--- config.mk ---
export PLATFORM = sky130hd
export DESIGN_NAME = mst_ctrl
export DESIGN_NICKNAME = d
export VERILOG_FILES = /design/src/rtl/core/minimum_spanning_tree_kruskal_unit_macros.svh /design/src/rtl/core/mst_pkg.sv /design/src/rtl/core/mst_ctrl.sv
export SDC_FILE = /design/constraint.sdc
export NUM_CORES = 1
export LEC_CHECK = 0
export BUFFER_PORTS_ARGS = -buffer_cell sky130_fd_sc_hd__buf_2
export CELL_PAD_IN_SITES_DETAIL_PLACEMENT = 1
export CELL_PAD_IN_SITES_GLOBAL_PLACEMENT = 1
export CORE_MARGIN = 10
export CORE_UTILIZATION = 27
export CTS_CLUSTER_SIZE = 24
export DETAILED_ROUTE_END_ITERATION = 10
export PLACE_DENSITY = 0.78
export SLEW_MARGIN = 20
export SYNTH_ARGS = -nofsm -noshare
export SYNTH_HDL_FRONTEND = slang
export SYNTH_SLANG_ARGS = --single-unit
--- constraint.sdc ---
create_clock -name i_clk -period 1.55 [get_ports i_clk]
set_input_delay 0.155 -clock i_clk [delete_from_list [all_inputs] [get_ports i_clk]]
set_output_delay 0.155 -clock i_clk [all_outputs]
set_load 0.01 [all_outputs]
--- src/rtl/core/minimum_spanning_tree_kruskal_unit_macros.svh ---
// ----------------------------------------------------------------------------
// MST unit assertion macros
// Implication checks used at the top level.
// ----------------------------------------------------------------------------
`ifndef MINIMUM_SPANNING_TREE_KRUSKAL_UNIT_MACROS_SVH
`define MINIMUM_SPANNING_TREE_KRUSKAL_UNIT_MACROS_SVH

`ifndef ASSERT_OFF
`define MST_ASSERT_IMP(lbl, clk, rst_n, ante, cons) \
    lbl: assert property (@(posedge clk) disable iff (!rst_n) (ante) |-> (cons)) \
        else $error("implication check failed");
`define MST_ASSERT_NXT(lbl, clk, rst_n, ante, cons) \
    lbl: assert property (@(posedge clk) disable iff (!rst_n) (ante) |=> (cons)) \
        else $error("next-cycle check failed");
`else
`define MST_ASSERT_IMP(lbl, clk, rst_n, ante, cons)
`define MST_ASSERT_NXT(lbl, clk, rst_n, ante, cons)
`endif

`endif

--- src/rtl/core/mst_pkg.sv ---
`timescale 1ns / 1ps
// ----------------------------------------------------------------------------
// MST package
// Shared widths and controller/datapath command and status types.
// ----------------------------------------------------------------------------
package mst_pkg;

    localparam int VERT_W = 6;
    localparam int CFG_W  = 7;
    localparam int RANK_W = 3;
    localparam logic [CFG_W-1:0] VCOUNT_RST = 7'd64;

    typedef struct packed {
        logic load;
        logic run_start;
        logic init_wr;
        logic scan_start;
        logic scan_step;
        logic pick;
        logic find_src;
        logic find_dst;
        logic find_step;
        logic found;
        logic rd_y;
        logic comp_wr;
        logic join_roots;
        logic emit_start;
        logic out_load;
        logic out_next;
        logic run_end;
    } t_dp_cmd;

    typedef struct packed {
        logic init_done;
        logic scan_done;
        logic have_best;
        logic best_bad;
        logic tree_full;
        logic pd_eq_x;
        logic comp_done;
        logic sel_dst;
        logic out_acc;
        logic out_last;
    } t_dp_sts;

endpackage

--- src/rtl/core/mst_ctrl.sv ---
`timescale 1ns / 1ps
// ----------------------------------------------------------------------------
// MST controller
// Sequences load, forest init, ordered scan, find/compress, join and emit.
// ----------------------------------------------------------------------------
module mst_ctrl (
    input  logic              i_clk,
    input  logic              i_rst_n,
    input  logic              i_in_valid,
    input  logic              i_final_edge,
    input  mst_pkg::t_dp_sts  i_sts,
    output mst_pkg::t_dp_cmd  o_cmd,
    output logic              o_in_stall
);
    import mst_pkg::*;

    typedef enum logic [3:0] {
        S_LOAD, S_INIT, S_SCAN, S_PICK, S_F_RD, S_F_CHK,
        S_C_RD, S_C_WR, S_JOIN, S_E_RD, S_E_LD, S_E_WAIT
    } t_state;

    t_state r_state, n_state;

    always_ff @(posedge i_clk) begin
        if (!i_rst_n) begin
            r_state <= S_LOAD;
        end else begin
            r_state <= n_state;
        end
    end

    assign o_in_stall = (r_state != S_LOAD);

    always_comb begin
        n_state = r_state;
        o_cmd   = '0;
        case (r_state)
            S_LOAD: begin
                if (i_in_valid) begin
                    o_cmd.load = 1'b1;
                    if (i_final_edge) begin
                        o_cmd.run_start = 1'b1;
                        n_state = S_INIT;
                    end
                end
            end
            S_INIT: begin
                o_cmd.init_wr = 1'b1;
                if (i_sts.init_done) begin
                    o_cmd.scan_start = 1'b1;
                    n_state = S_SCAN;
                end
            end
            S_SCAN: begin
                o_cmd.scan_step = 1'b1;
                if (i_sts.scan_done) begin
                    n_state = S_PICK;
                end
            end
            S_PICK: begin
                if (i_sts.tree_full || !i_sts.have_best) begin
                    o_cmd.emit_start = 1'b1;
                    n_state = S_E_RD;
                end else begin
                    o_cmd.pick = 1'b1;
                    if (i_sts.best_bad) begin
                        o_cmd.scan_start = 1'b1;
                        n_state = S_SCAN;
                    end else begin
                        o_cmd.find_src = 1'b1;
                        n_state = S_F_RD;
                    end
                end
            end
            S_F_RD: begin
                n_state = S_F_CHK;
            end
            S_F_CHK: begin
                if (i_sts.pd_eq_x) begin
                    o_cmd.found = 1'b1;
                    n_state = S_C_RD;
                end else begin
                    o_cmd.find_step = 1'b1;
                    n_state = S_F_RD;
                end
            end
            S_C_RD: begin
                o_cmd.rd_y = 1'b1;
                if (i_sts.comp_done) begin
                    if (i_sts.sel_dst) begin
                        n_state = S_JOIN;
                    end else begin
                        o_cmd.find_dst = 1'b1;
                        n_state = S_F_RD;
                    end
                end else begin
                    n_state = S_C_WR;
                end
            end
            S_C_WR: begin
                o_cmd.comp_wr = 1'b1;
                n_state = S_C_RD;
            end
            S_JOIN: begin
                o_cmd.join_roots = 1'b1;
                o_cmd.scan_start = 1'b1;
                n_state = S_SCAN;
            end
            S_E_RD: begin
                n_state = S_E_LD;
            end
            S_E_LD: begin
                o_cmd.out_load = 1'b1;
                n_state = S_E_WAIT;
            end
            S_E_WAIT: begin
                if (i_sts.out_acc) begin
                    if (i_sts.out_last) begin
                        o_cmd.run_end = 1'b1;
                        n_state = S_LOAD;
                    end else begin
                        o_cmd.out_next = 1'b1;
                        n_state = S_E_RD;
                    end
                end
            end
            default: begin
                n_state = S_LOAD;
            end
        endcase
    end

endmodule

==> impl_metrics.json <==
{
  "r2r-start": "r_state[1]$_SDFFE_PN0P_",
  "crit_arrival_ns": 1.33,
  "min_path_cells": 2,
  "ys_seq_elements": 4,
  "syn_nets": 89,
  "yosysMostFrequentCell": "nor2_1",
  "finalClockSkew_ns": 0.00132,
  "num_vias": 694,
  "cts_tree": "done",
  "async_flop_share_pct": 0,
  "start_util_pct": 29.3,
  "p_total_uw": 978,
  "min_period_ns": 1.48,
  "preCtsSetupSlack_ns": 0.0189,
  "yosys_warnings": 0,
  "synth_sequential_area_ratio_pct": 15.5,
  "synth.area.mux_share_pct": 0,
  "power_frac_comb_pct": 63.9,
  "reg2reg_depth": 5,
  "regMostFlops": "r_state",
  "start_kind": "register",
  "drt_wl_total_um": 2250,
  "holdCritStartpoint": "i_rst_n",
  "num_io_pins": 32,
  "cts_hold_buf": 0,
  "drt_iter0_markers": 8,
  "grt_overflow": 0,
  "gp_congestion": 0.770,
  "synthTopCellsByCount": "11 x nor2_1, 8 x nor3_1, 7 x nand2_1",
  "die-width_um": 63.7,
  "drc": 0,
  "outcome": "completed",
  "synth_flop_cell": "dfxtp_1",
  "p_sw_share_pct": 46.8,
  "layout-drive-gt1-share_pct": 50.0,
  "grt_max_degree": 14,
  "crit_start": "r_state[0]$_SDFFE_PN0P_",
  "crit_path_end_kind": "primary output",
  "cts_htree_levels": 1,
  "antenna_found_initial": 0,
  "grt_usage_pct": 10.7,
  "finalSetupViolations": 0,
  "largest_reg_flops": 4,
  "synth_compound_area_share_pct": 24.5,
  "num-fill-cells": 249,
  "fmax_mhz": 673,
  "hpwl_um": 1820,
  "ant_nets": 0,
  "cts.sinks": 4,
  "avgSynthCellArea_um2": 6.89,
  "crit_fanout": 12,
  "root_buffer": "clkbuf_4",
  "peakVddDrop_mv": 0.636,
  "path_clk_slew_ns": 0.03,
  "die_h_um": 63.7,
  "synthSimpleGateAreaFrac_pct": 49.4,
  "synth_edf_count": 0,
  "synth.area.top_cells": "dfxtp_1 15%, nor2_1 8.0%, nor3_1 7.7%, nor4b_2 5.8%, nand2_1 5.1%",
  "core_area_um2": 1760,
  "area_growth_pct": 58.1,
  "syn_area_um2": 517,
  "final_util_pct": 46.3,
  "synthAdderAreaFrac_pct": 0,
  "path_class": "register to primary output",
  "portBuffers": 31,
  "max_slew_margin_pct": 73.7,
  "p_per_area_nw_per_um2": 1200,
  "avgRoutedWirePerCell_um": 16.4,
  "fin_ws_ns": 0.0651,
  "synth_xor_area_share_pct": 0,
  "cts_made_buffers": 3,
  "vias_per_cell": 5.07,
  "clk_latency_ns": 0.24,
  "clkPwrFrac_pct": 13.2,
  "synth_cell_types": 30,
  "drt_pass1_iterations": 4,
  "crit_required_ns": 1.39,
  "fin_nets": 128,
  "slew_viol_final": 0,
  "rsz0062_at_grt": "yes",
  "die_area_um2": 4060,
  "p_leak_uw": 0.000405,
  "seqPwrFrac_pct": 22.9,
  "hold_violations": 0,
  "largest_registers": "r_state (4)",
  "p_int_uw": 520,
  "grt_pass1_vias": 744,
  "syn_inst": 75,
  "fp-row-count": 15,
  "grt_pass1_wl_um": 3590,
  "min_path_type": "input port to register",
  "tightest_slew_ns": 0.384,
  "synth_top_family_by_area": "simple AND/OR/NAND/NOR gates",
  "cts_max_path_buffers": 2,
  "placed_cells": 134,
  "yosys.area.top_type_share_pct": 15.5,
  "fin_crit_sh_pct": 95.8,
  "cap_viol_max_count": 0,
  "antenna_cells": 0,
  "p_sw_uw": 458,
  "instances_no_fill": 137,
  "yosysTopAreaCell": "dfxtp_1"
}
layout by cell type (no fill, tap or decap), types with 2 or more instances in the layout:
cell	instances
a21oi_1	2
a31oi_1	3
and3_1	4
buf_2	31
buf_4	6
clkbuf_4	3
dfxtp_4	3
inv_1	5
nand2_1	7
nand2b_1	2
nor2_1	10
nor2b_1	3
nor3_1	6
nor3_2	2
nor4b_4	2
o31a_1	2
per-layer routing:
layer	vias to the layer above	share of wire (%)	routed length (um)	GRT usage, %
met5	-	0	0	0
met4	0	1.3	29	4.92
met3	4	3.9	88	2.61
met2	17	52	1170	19.5
met1	326	43	957	11.3
li1	347	-	-	-
final timing paths:
| path | slack [ns] | end |
|---|---|---|
| max reg2reg | 0.16 | r_state[1]$_SDFFE_PN0P_ |
| max | 0.07 | o_cmd[15] |
| min | 0.17 | r_state[3]$_SDFFE_PN0P_ |
| min reg2reg | 0.65 | r_state[0]$_SDFFE_PN0P_ |
area by class of cell:
cell class	instances	area, um2	share of cell area (%)
clock buffers	3	22.5	2.76
inverters	6	22.5	2.76
multi-input cells	61	438	53.6
flip-flops and latches	4	91.3	11.2
well taps	25	31.3	3.83
repair buffers	38	211	25.9
cell families after synthesis:
| logic type | count (synthesis) |
|---|---|
| AO/OA/AOI/OAI | 16 |
| buffers and inverters | 10 |
| flip-flops | 4 |
| AND/OR/NAND/NOR | 45 |
timing repair:
action / in CTS / in global routing
setup endpoints to repair: 13 / 8
resized for setup: 5 / 11
pin swaps: 1 / 0
setup buffers: 0 / 0
power groups by stage:
stage	sequential (uW)	clock (uW)	combinational, uW
finish	224	129	625
global placement	195	0	552
global route	233	142	686
detailed placement	200	0	576
CTS	209	137	600
floorplan	160	0	426
per-stage QoR:
step           hold WS [ns]  setup TNS, ns  area, um2
4_1_cts               0.162              0        763
3_5_place_dp          0.420              0        723
6_report              0.170              0        817
5_1_grt               0.165        -0.0579        817
3_3_place_gp          0.403              0        723
2_1_floorplan         0.283              0        517
critical path: stages (launching register included):
cell and delay (ns):
dfxtp_4 0.39, nor4_4 0.34, inv_1 0.12, nor2_1 0.10
buf_2 0.13
Power figures use the tool's default switching activity.
